`src/design/fls_pkg.sv`:
```
`default_nettype none

package fls_pkg;

  // Pool geometry
  localparam int unsigned PoolSlots = 64;
  localparam int unsigned SlotW     = $clog2(PoolSlots);
  localparam int unsigned LinkW     = SlotW + 1;
  localparam int unsigned CapW      = 7;
  localparam int unsigned KindW     = 2;
  localparam int unsigned StatusW   = 2;

  // Link value that marks the end of the free chain
  localparam logic [LinkW-1:0] LinkNone = LinkW'(PoolSlots);
  localparam logic [CapW-1:0]  CapReset = CapW'(64);
  localparam logic [CapW-1:0]  CapMax   = CapW'(PoolSlots);

  typedef enum logic [KindW-1:0] {
    KIND_ALLOC   = 2'd0,
    KIND_RELEASE = 2'd1,
    KIND_RESET   = 2'd2,
    KIND_NOP     = 2'd3
  } kind_e;

  typedef enum logic [StatusW-1:0] {
    ST_OK        = 2'd0,
    ST_EXHAUSTED = 2'd1,
    ST_EMPTY     = 2'd2,
    ST_BAD_SLOT  = 2'd3
  } status_e;

  // Command from the control logic to the link store
  typedef struct packed {
    logic             clear;
    logic             wr_en;
    logic [SlotW-1:0] wr_addr;
    logic [LinkW-1:0] wr_data;
    logic             rd_en;
    logic [SlotW-1:0] rd_addr;
  } link_cmd_t;

  // Clamp a programmed capacity into 1..PoolSlots
  function automatic logic [CapW-1:0] clamp_cap(input logic [CapW-1:0] cap);
    logic [CapW-1:0] res;
    res = cap;
    if (cap == '0) begin
      res = CapW'(1);
    end else if (cap > CapMax) begin
      res = CapMax;
    end
    return res;
  endfunction

endpackage

`default_nettype wire

```
`src/design/fls_if.sv`:
```
`default_nettype none

// Request channel: operation and slot
interface fls_req_if import fls_pkg::*; ();
  logic             valid;
  logic             ready;
  logic [KindW-1:0] kind;
  logic [SlotW-1:0] slot;

  modport source (output valid, output kind, output slot, input ready);
  modport sink   (input valid, input kind, input slot, output ready);
endinterface

// Response channel: granted slot, live count and status
interface fls_rsp_if import fls_pkg::*; ();
  logic               valid;
  logic               ready;
  logic [SlotW-1:0]   granted_slot;
  logic [CapW-1:0]    live_slots;
  logic [StatusW-1:0] status;

  modport source (output valid, output granted_slot, output live_slots, output status,
                  input ready);
  modport sink   (input valid, input granted_slot, input live_slots, input status,
                  output ready);
endinterface

// Configuration channel: capacity register write
interface fls_cfg_if import fls_pkg::*; ();
  logic            valid;
  logic            ready;
  logic [CapW-1:0] capacity_in_use;

  modport source (output valid, output capacity_in_use, input ready);
  modport sink   (input valid, input capacity_in_use, output ready);
endinterface

`default_nettype wire

```
`src/design/fls_link_store.sv`:
```
`default_nettype none

// Link memory with one synchronous read port and one write port.
// An entry not written since the last pool rebuild reads as its chained
// default: the next slot below capacity, else the end marker.
module fls_link_store import fls_pkg::*; (
  input  wire logic             clk_i,
  input  wire logic             rst_ni,
  input  wire link_cmd_t        cmd_i,
  input  wire logic [CapW-1:0]  cap_i,
  output logic      [LinkW-1:0] rd_link_o
);

  logic [LinkW-1:0]     mem [PoolSlots];
  logic [PoolSlots-1:0] vld_q;
  logic [PoolSlots-1:0] vld_d;
  logic [LinkW-1:0]     rd_data_q;
  logic [SlotW-1:0]     rd_addr_q;
  logic                 rd_vld_q;
  logic [LinkW-1:0]     dflt_link;

  // Write and read the link array
  always_ff @(posedge clk_i) begin
    if (cmd_i.wr_en) begin
      mem[cmd_i.wr_addr] <= cmd_i.wr_data;
    end
    if (cmd_i.rd_en) begin
      rd_data_q <= mem[cmd_i.rd_addr];
      rd_addr_q <= cmd_i.rd_addr;
    end
  end

  // Track which entries hold a written link
  always_comb begin
    vld_d = vld_q;
    if (cmd_i.clear) begin
      vld_d = '0;
    end else if (cmd_i.wr_en) begin
      vld_d[cmd_i.wr_addr] = 1'b1;
    end
  end

  always_ff @(posedge clk_i or negedge rst_ni) begin
    if (!rst_ni) begin
      vld_q    <= '0;
      rd_vld_q <= 1'b0;
    end else begin
      vld_q <= vld_d;
      if (cmd_i.rd_en) begin
        rd_vld_q <= vld_q[cmd_i.rd_addr];
      end
    end
  end

  // Chained default for an unwritten entry
  always_comb begin
    dflt_link = LinkW'(rd_addr_q) + LinkW'(1);
    if (CapW'(dflt_link) >= cap_i) begin
      dflt_link = LinkNone;
    end
  end

  assign rd_link_o = rd_vld_q ? rd_data_q : dflt_link;

endmodule

`default_nettype wire

```
`src/design/free_list_slot_allocator_unit.sv`:
```
`default_nettype none

// Free-list slot allocator: a LIFO pool of up to 64 slots.
// Channels: req_i carries one word per operation (kind, slot); rsp_o returns
// exactly one word per request (granted_slot, live_slots, status); cfg_i
// writes the capacity register, which takes effect at the next reset-pool.
// Release, reset-pool, no-op and rejected allocates answer in the cycle
// after acceptance: one word per cycle while the receiver does not stall.
// A successful allocate answers from S_POP, taking no request before then:
// the head advances to the popped slot's link, which must first come back
// from the link memory's synchronous read port. On reset-pool, per-entry
// valid bits in the link store fall back to the chained default, so no sweep of the memory is needed.
// Block reset leaves an empty pool of 64 free slots, head at slot 0.
// The response sits in an output register; while the receiver stalls it
// holds there, and a new request is taken only once it drains or is being
// taken in the same cycle.
module free_list_slot_allocator_unit import fls_pkg::*; (
  input  wire logic clk_i,
  input  wire logic rst_ni,
  fls_req_if.sink   req_i,
  fls_rsp_if.source rsp_o,
  fls_cfg_if.sink   cfg_i
);

  typedef enum logic {
    S_IDLE,
    S_POP
  } state_e;

  state_e               state_q, state_d;
  logic [LinkW-1:0]     head_q, head_d;
  logic [CapW-1:0]      count_q, count_d;
  logic [PoolSlots-1:0] free_q, free_d;
  logic [CapW-1:0]      cap_cfg_q, cap_cfg_d;
  logic [CapW-1:0]      active_cap_q, active_cap_d;
  logic                 out_valid_q, out_valid_d;
  logic [SlotW-1:0]     out_granted_q, out_granted_d;
  logic [CapW-1:0]      out_live_q, out_live_d;
  status_e              out_status_q, out_status_d;

  link_cmd_t            link_cmd;
  logic [LinkW-1:0]     rd_link;
  logic                 req_fire;
  logic [SlotW-1:0]     head_slot;

  fls_link_store u_link_store (
    .clk_i     (clk_i),
    .rst_ni    (rst_ni),
    .cmd_i     (link_cmd),
    .cap_i     (active_cap_q),
    .rd_link_o (rd_link)
  );

  assign req_i.ready = (state_q == S_IDLE) && (!out_valid_q || rsp_o.ready);
  assign req_fire    = req_i.valid && req_i.ready;
  assign cfg_i.ready = 1'b1;
  assign head_slot   = head_q[SlotW-1:0];

  assign rsp_o.valid        = out_valid_q;
  assign rsp_o.granted_slot = out_granted_q;
  assign rsp_o.live_slots   = out_live_q;
  assign rsp_o.status       = out_status_q;

  // Decide the operation and the next state of the pool
  always_comb begin
    state_d       = state_q;
    head_d        = head_q;
    count_d       = count_q;
    free_d        = free_q;
    active_cap_d  = active_cap_q;
    cap_cfg_d     = cap_cfg_q;
    out_valid_d   = out_valid_q && !rsp_o.ready;
    out_granted_d = out_granted_q;
    out_live_d    = out_live_q;
    out_status_d  = out_status_q;
    link_cmd      = '0;

    // Latch a capacity write
    if (cfg_i.valid && cfg_i.ready) begin
      cap_cfg_d = cfg_i.capacity_in_use;
    end

    case (state_q)
      S_IDLE: begin
        if (req_fire) begin
          out_valid_d   = 1'b1;
          out_granted_d = '0;
          out_live_d    = count_q;
          out_status_d  = ST_OK;
          case (kind_e'(req_i.kind))
            KIND_ALLOC: begin
              if (count_q >= active_cap_q || head_q[SlotW]) begin
                out_status_d = ST_EXHAUSTED;
              end else begin
                // Fetch the head's link; answer once it returns
                out_valid_d      = 1'b0;
                link_cmd.rd_en   = 1'b1;
                link_cmd.rd_addr = head_slot;
                state_d          = S_POP;
              end
            end
            KIND_RELEASE: begin
              if (count_q == '0) begin
                out_status_d = ST_EMPTY;
              end else if (CapW'(req_i.slot) >= active_cap_q || free_q[req_i.slot]) begin
                out_status_d = ST_BAD_SLOT;
              end else begin
                // Push the slot as the new head
                link_cmd.wr_en      = 1'b1;
                link_cmd.wr_addr    = req_i.slot;
                link_cmd.wr_data    = head_q;
                free_d[req_i.slot]  = 1'b1;
                head_d              = LinkW'(req_i.slot);
                count_d             = count_q - CapW'(1);
                out_live_d          = count_q - CapW'(1);
              end
            end
            KIND_RESET: begin
              // Rebuild the chain from the capacity register
              link_cmd.clear = 1'b1;
              active_cap_d   = clamp_cap(cap_cfg_q);
              free_d         = '1;
              head_d         = '0;
              count_d        = '0;
              out_live_d     = '0;
            end
            default: begin
              out_live_d = count_q;
            end
          endcase
        end
      end
      S_POP: begin
        // Advance the head and hand out the popped slot
        head_d            = rd_link;
        free_d[head_slot] = 1'b0;
        count_d           = count_q + CapW'(1);
        out_valid_d       = 1'b1;
        out_granted_d     = head_slot;
        out_live_d        = count_q + CapW'(1);
        out_status_d      = ST_OK;
        state_d           = S_IDLE;
      end
      default: begin
        state_d = S_IDLE;
      end
    endcase
  end

  // Hold state and the response register
  always_ff @(posedge clk_i or negedge rst_ni) begin
    if (!rst_ni) begin
      state_q      <= S_IDLE;
      head_q       <= '0;
      count_q      <= '0;
      free_q       <= '1;
      cap_cfg_q    <= CapReset;
      active_cap_q <= clamp_cap(CapReset);
      out_valid_q  <= 1'b0;
    end else begin
      state_q      <= state_d;
      head_q       <= head_d;
      count_q      <= count_d;
      free_q       <= free_d;
      cap_cfg_q    <= cap_cfg_d;
      active_cap_q <= active_cap_d;
      out_valid_q  <= out_valid_d;
    end
  end

  always_ff @(posedge clk_i) begin
    out_granted_q <= out_granted_d;
    out_live_q    <= out_live_d;
    out_status_q  <= out_status_d;
  end

endmodule

`default_nettype wire

```
`src/flat_wrapper.sv`:
```
// flat-port wrapper written by rule: the top's interface ports become plain ports
module free_list_slot_allocator_unit_flat import fls_pkg::*;
  (clk_i, rst_ni, req_i_valid, req_i_kind, req_i_slot, req_i_ready, rsp_o_valid, rsp_o_granted_slot, rsp_o_live_slots, rsp_o_status, rsp_o_ready, cfg_i_valid, cfg_i_capacity_in_use, cfg_i_ready);
  fls_req_if req_i_i ();
  fls_rsp_if rsp_o_i ();
  fls_cfg_if cfg_i_i ();
  input  wire logic clk_i;
  input  wire logic rst_ni;
  input wire logic [$bits(req_i_i.valid)-1:0] req_i_valid;
  input wire logic [$bits(req_i_i.kind)-1:0] req_i_kind;
  input wire logic [$bits(req_i_i.slot)-1:0] req_i_slot;
  output wire logic [$bits(req_i_i.ready)-1:0] req_i_ready;
  output wire logic [$bits(rsp_o_i.valid)-1:0] rsp_o_valid;
  output wire logic [$bits(rsp_o_i.granted_slot)-1:0] rsp_o_granted_slot;
  output wire logic [$bits(rsp_o_i.live_slots)-1:0] rsp_o_live_slots;
  output wire logic [$bits(rsp_o_i.status)-1:0] rsp_o_status;
  input wire logic [$bits(rsp_o_i.ready)-1:0] rsp_o_ready;
  input wire logic [$bits(cfg_i_i.valid)-1:0] cfg_i_valid;
  input wire logic [$bits(cfg_i_i.capacity_in_use)-1:0] cfg_i_capacity_in_use;
  output wire logic [$bits(cfg_i_i.ready)-1:0] cfg_i_ready;
  assign req_i_i.valid = req_i_valid;
  assign req_i_i.kind = req_i_kind;
  assign req_i_i.slot = req_i_slot;
  assign req_i_ready = req_i_i.ready;
  assign rsp_o_valid = rsp_o_i.valid;
  assign rsp_o_granted_slot = rsp_o_i.granted_slot;
  assign rsp_o_live_slots = rsp_o_i.live_slots;
  assign rsp_o_status = rsp_o_i.status;
  assign rsp_o_i.ready = rsp_o_ready;
  assign cfg_i_i.valid = cfg_i_valid;
  assign cfg_i_i.capacity_in_use = cfg_i_capacity_in_use;
  assign cfg_i_ready = cfg_i_i.ready;
  free_list_slot_allocator_unit u_core (.clk_i(clk_i), .rst_ni(rst_ni), .req_i(req_i_i), .rsp_o(rsp_o_i), .cfg_i(cfg_i_i));
endmodule
```
`config.mk`:
```
export PLATFORM = sky130hd
export DESIGN_NAME = free_list_slot_allocator_unit_flat
export DESIGN_NICKNAME = d
export VERILOG_FILES = /design/src/design/fls_pkg.sv /design/src/design/fls_if.sv /design/src/design/fls_link_store.sv /design/src/design/free_list_slot_allocator_unit.sv /design/src/flat_wrapper.sv
export SDC_FILE = /design/constraint.sdc
export NUM_CORES = 1
export LEC_CHECK = 0
export BUFFER_PORTS_ARGS = -buffer_cell sky130_fd_sc_hd__buf_2
export CORE_MARGIN = 5
export CORE_UTILIZATION = 63
export CTS_CLUSTER_SIZE = 25
export DETAILED_ROUTE_END_ITERATION = 10
export GPL_TIMING_DRIVEN = 0
export PLACE_DENSITY = 0.8
export SETUP_SLACK_MARGIN = 0.05
export SLEW_MARGIN = 5
export SYNTH_ARGS = -nofsm -noshare
export SYNTH_HDL_FRONTEND = slang
export SYNTH_HIERARCHICAL = 1
export SYNTH_SLANG_ARGS = --single-unit
```
`constraint.sdc`:
```
create_clock -name clk_i -period 7.1 [get_ports clk_i]
set_input_delay 1.065 -clock clk_i [delete_from_list [all_inputs] [get_ports clk_i]]
set_output_delay 1.065 -clock clk_i [all_outputs]
set_load 0.05 [all_outputs]
```
# After elaboration in Yosys (flattened, before gate mapping)
# Memory sizes are Yosys's and may differ from the RTL's. A register that Yosys moved wholly into a read port is not among the register bits.
# Index checks and enable logic that the tools add are counted.
[word_totals]
out_inout_bits = 18
reg_bits = 180
ramBits = 448
memories = 1
wordCells = 113
input_bits = 20
[mem_list]
columns = ["name", "words", "word_bits", "rd", "rd_ports_with_merged_regs", "wr", "line", "source"]
rows = [
  ["u_core.u_link_store.mem", 64, 7, 1, 1, 1, "fls_link_store.sv:14", "logic [LinkW-1:0] mem [PoolSlots];"],
]
[op_classes]
bitwise = 5
n_reduce_logical = 17
n_lt_le_gt_ge = 11
add_sub_neg = 3
eq_ne = 6
muxes = 57
[op_table]
columns = ["op", "count"]
rows = [
  ["64-bit 2-to-1 mux", 5],
  ["64-bit case mux with 2 select lines", 2],
  ["64-bit OR", 2],
  ["7-bit 2-to-1 mux", 12],
  ["64-bit bitwise AND", 1],
  ["64-bit NOT", 1],
  ["7-bit case mux with 2 select lines", 4],
  ["22-bit 2-to-1 mux", 2],
  ["14-bit 2-to-1 mux", 3],
  ["6-bit by 7-bit < comparator with 1-bit output (second input constant)", 4],
  ["1-bit demux with 6-bit select", 3],
  ["6-bit by 1-bit >= comparator with 1-bit output (second input constant)", 3],
  ["1-bit 2-to-1 mux", 15],
  ["7-bit >= comparator", 2],
  ["7-bit logical NOT", 2],
  ["1-bit binary-select mux with 6-bit select", 2],
  ["6-bit case mux with 2 select lines", 1],
  ["3-bit inequality test (second input constant)", 3],
  ["2-bit case mux with 2 select lines", 2],
  ["6-bit by 1-bit adder with 7-bit output (second input constant)", 1],
  ["7-bit by 1-bit adder with 7-bit output (second input constant)", 1],
  ["6-bit by 7-bit >= comparator with 1-bit output", 1],
  ["7-bit > comparator (second input constant)", 1],
  ["7-bit by 1-bit subtractor with 7-bit output (second input constant)", 1],
  ["14 further kinds", 25],
]

# Logic depth before layout (Yosys ltp)
[depth]
word_depth = 15
mapped_depth = 18
mapped_depth_nobuf = 15

# By module
# Netlist, hierarchy kept.
[by_module_without_submodules]
columns = ["module", "area_each_um2", "cells_each", "seq_area_each_um2", "n_inst"]
rows = [
  ["fls_link_store", 20858.8, 1075, 15469.8, 1],
  ["free_list_slot_allocator_unit", 6593.8, 731, 2885.3, 1],
]

# Worst setup path after synthesis
# No wires, ideal clock.
[synth_timing]
path_kind = "input -> register"
start = "input port rsp_o_ready"
end = "register u_core.u_link_store.rd_data_q[4] (read register of u_core.u_link_store.mem) (data pin)"
stages = 11
n_path_buf = 2
setup_slack_ns = 0.996
setup_time_ns = 0.259
required_ns = 6.841
arrival_ns = 5.845
cell_sequence = "inv_1 a21oi_1 nand2_1 a211oi_1 and2_1 clkbuf_1 buf_1 mux4_2 mux4_2 a22oi_1 nand2_1"
[synth_lines]
columns = ["element", "line", "source"]
rows = [
  ["start: declaration", "flat_wrapper.sv:17", "input wire logic [$bits(rsp_o_i.ready)-1:0] rsp_o_ready;"],
  ["end: declaration", "fls_link_store.sv:17", "logic [LinkW-1:0] rd_data_q;"],
]

==> metrics.md <==
| Metric | Value |
|---|---|
| Leading area contributor after synthesis | `edfxtp_1` |
| Maxcap violations | `0` |
| Die area | `~48,000 um^2` |
| RR Endpoint | `u_core/u_link_store/rd_data_q[0]` |
| Slew margin rel. | `0.111` |
| Vias post-DR | `about 18,000` |
| Max Fanout on Critical Path | `10` |
| Final Hold Viols | `0` |
| Ports | `38` |
| Switching Fraction | `0.264` |
| Ys flop type | `edfxtp_1` |
| Final wirelength | `75.4 mm` |
| Skew final | `roughly 30 ps` |
| Fin crit share | `0.856` |
| Tot GR Track Use | `0.319` |
| Final setup viols | `0` |
| Global route overflow | `0` |
| Clk sink count | `roughly 640` |
| Post-synth EDFFs | `476` |
| Critical Path AT | `around 6300 ps` |
| Synth warn | `6` |
| Leakage power | `~11 nW` |
| Max frequency | `approximately 160 MHz` |
| CTS tree | `built` |
| Clk slew on worst S/H paths | `about 60 ps` |
| CTS Buf Count | `61` |
| Overall power | `8.70 mW` |
| Initial DRC count | `3,047` |
| Resized cells post-CTS | `0` |
| Post-CTS Hold Buffers | `0` |
| NetSw | `around 2.3 mW` |
| H-Tree Depth | `2` |
| Power share of the combinational group | `0.134` |
| Pwr dens | `between 200 and 300 nW/um^2` |
| Cell count after synthesis | `between 1,500 and 2,000` |
| Via density | `between 6 and 7` |
| Core area | `~43,000 um^2` |
| Vias in the first global route | `approximately 18,000` |
| RSZ-0062 raised after global routing | `false` |
| Delay-heaviest family, CP | `simple AND/OR/NAND/NOR gates` |
| Detail Route Antenna Nets | `0` |
| Die Span X | `219 um` |
| CP peak stage delay | `about 970 ps` |
| Initial Util | `0.637` |
| Reg2reg path depth | `16` |
| Post-synth cell types | `slightly above 70` |
| Worst R2R Setup Slack | `about 1200 ps` |
| Worst setup SP type | `input pin` |
| Worst path cell trace | `buf_2, buf_4, buf_2, inv_1, ha_1, nand2b_1, a21oi_1, o21ai_0, a41o_1, or4_1, buf_4, nor3_1, nor2b_1, nand3_1, nor2_1` |
| DR WL/cell | `roughly 30 um` |
| Synth area leaders | `edfxtp_1 (52%), mux4_2 (13%), dfrtp_1 (8.5%)` |
| Rows | `76` |
| Worst hold path type | `register to register` |
| Die H | `~220 um` |
| Worst-case clock buffer depth | `3` |
| Worst Hold End | `u_core/u_link_store/vld_q[43]` |
| Mapped Area | `between 20,000 and 30,000 um^2` |
| Design Area, Final | `just over 30,000 um^2` |
| Gpl congestion | `about 0.98` |
| Reg2Reg Launch Point | `u_core/count_q[0]` |
| Net Count, Synth | `1,853` |
| Mapped Avg Cell Area | `approximately 15 um^2` |
| Worst slew pin tran | `1330 ps` |
| Min Tclk post-route | `approximately 6100 ps` |
| Hold Path Origin | `u_core/u_link_store/vld_q[43]` |
| Register area share after synthesis | `0.669` |
| Clock power share | `0.377` |
| Commonest non-fill, non-tap cell in the layout | `edfxtp_1` |
| Yosys reg bits | `~640` |
| Pre-CTS WS | `between 600 and 700 ps` |
| CP Data Required Time | `7360 ps` |
| Status | `finished clean` |
| DP Area | `between 20,000 and 30,000 um^2` |
| Post-CTS setup repair buffer count | `0` |
| WHS Path Cells | `2` |
| Initial antenna violation count | `0` |
| Area grow syn2layout | `11.6%` |
| Hold Slack | `between 400 and 500 ps` |
| Crit path from | `req_i_slot[0]` |
| Worst Setup End Kind | `register` |
| Share of the synthesized area in the top cell type | `0.521` |
| Nets | `approximately 2,000` |
| IR drop worst, VDD | `around 0.23 mV` |
| Commonest non-fill, non-tap cells in the layout | `edfxtp_1 (476), nor2_1 (233), mux4_2 (154)` |
| PortBufs | `35` |
| Worst Setup Path Type | `input pin to register` |
| Drt pass-1 iters | `6` |
| Clk root buf | `clkbuf_16` |
| Asr flop ratio synth | `0.250` |
| Setup ws final | `a little over 1000 ps` |
| Global-route wire length before repair | `~110 mm` |
| Clk_lat worst skew | `between 600 and 700 ps` |
| DRC viols | `0` |
| Buffers & Inverters on Critical Path | `5` |
| Pint | `6.41 mW` |
| Critical path's slowest cell | `nor2_1` |
| Largest net degree at the start of global routing | `about 120` |
| Post-DP HPWL | `48.3 mm` |
| Fin. max-slew vios | `0` |
| Share of cells above drive strength 1 | `0.214` |
| Sequential share of power | `0.488` |
-- Yosys cell counts (15+ instances only) --
library cell  number
ha_1              27
nor2b_1           18
dfrtp_1           93
and3_1            21
mux2_2            15
nand2_1           62
nor2_1           233
and2_1            17
nand2b_1          16
a21oi_1           83
nand3_1           35
edfxtp_1         476
inv_1             37
a22oi_1           17
mux2i_1           16
o21ai_0          143
buf_1             15
buf_2             15
dfstp_2           66
mux4_2           154
clkbuf_1          67
-- power groups by stage --
stage | Clock, mW | Sequential [mW] | Combinational (mW)
detailed placement | 0 | 4.32 | 1.13
global route | 3.50 | 4.26 | 1.26
global placement | 0 | 4.32 | 1.09
CTS | 3.32 | 4.25 | 1.14
floorplan | 0 | 4.35 | 0.730
finish | 3.28 | 4.25 | 1.17
-- layer usage --
layer,GRT usage,wire (um)
met2,0.523,36600
met1,0.411,26200
met3,0.0755,8530
met5,0.0104,68
met4,0.147,4040
-- area by class of cell --
type | count | area, um^2
antenna | 1 | 2.50
buffer | 112 | 533
clock buffer | 67 | 1550
clock inverter | 46 | 474
fill | 2671 | 12400
inverter | 37 | 139
multi-input combinational | 1022 | 8460
sequential | 635 | 18400
tap | 585 | 732
timing repair buffer | 44 | 390
-- registers in the layout, summed over array words and instances (netlist names) --
| name | flops |
|---|---|
| u_core/rsp_o.live_slots | 7 |
| u_core/active_cap_q | 7 |
| u_core/u_link_store/rd_data_q | 7 |
| u_core/head_q | 7 |
| u_core/u_link_store/mem | 448 |
| u_core/u_link_store/rd_vld_q | 1 |
| u_core/u_link_store/vld_q | 64 |
| u_core/cap_cfg_q | 7 |
| u_core/rsp_o.status | 2 |
| u_core/count_q | 7 |
| u_core/rsp_o.granted_slot | 6 |
| u_core/rsp_o.valid | 1 |
| u_core/free_q | 64 |
| u_core/u_link_store/rd_addr_q | 6 |
| u_core/state_q | 1 |
-- logic make-up after synthesis --
family | Yosys count | synth area share
xor gates and xnor gates | 9 | 0.00287
AOI/OAI and AO/OA | 329 | 0.0723
adders and majority gates | 27 | 0.0123
and+or+nand+nor | 471 | 0.0809
other | 1 | 0.000137
muxes | 185 | 0.138
buffers and inverters | 149 | 0.0245
DFF | 635 | 0.669
-- worst max-delay path by stage --
stage,to,slack (ps),depth (start not counted)
after CTS,u_core/u_link_store/mem[35][4],1280,15
after global routing,u_core/u_link_store/mem[35][4],820,15
after detailed placement,u_core/u_link_store/mem[35][4],630,15
final,u_core/u_link_store/mem[35][3],1020,15
after global placement,u_core/u_link_store/rd_data_q[1],-350,15
after floorplan,u_core/u_link_store/rd_data_q[4],1000,11
-- stage by stage --
stage / std cells / TNS (ps) / utilization
2_1_floorplan: 1806 / 0 / -
3_3_place_gp: 2426 / -1950 / 0.658
3_5_place_dp: 2435 / 0 / 0.664
4_1_cts: 2548 / 0 / 0.711
5_1_grt: 2548 / 0 / 0.711
6_report: 2549 / 0 / 0.711
-- worst reg2reg max path, stage by stage, from the launching register on --
cell and delay, ps:
dfrtp_1 470, inv_1 200, ha_1 320, nand2b_1 140
a21o_1 170, a21o_1 180, a211oi_1 220, o21bai_1 200
a211oi_4 340, buf_8 230, and2_1 250, clkbuf_1 390
clkbuf_1 950, mux4_2 460, mux4_2 550, a22oi_1 410
nand2_1 120
(Power assumes the default switching activity.)
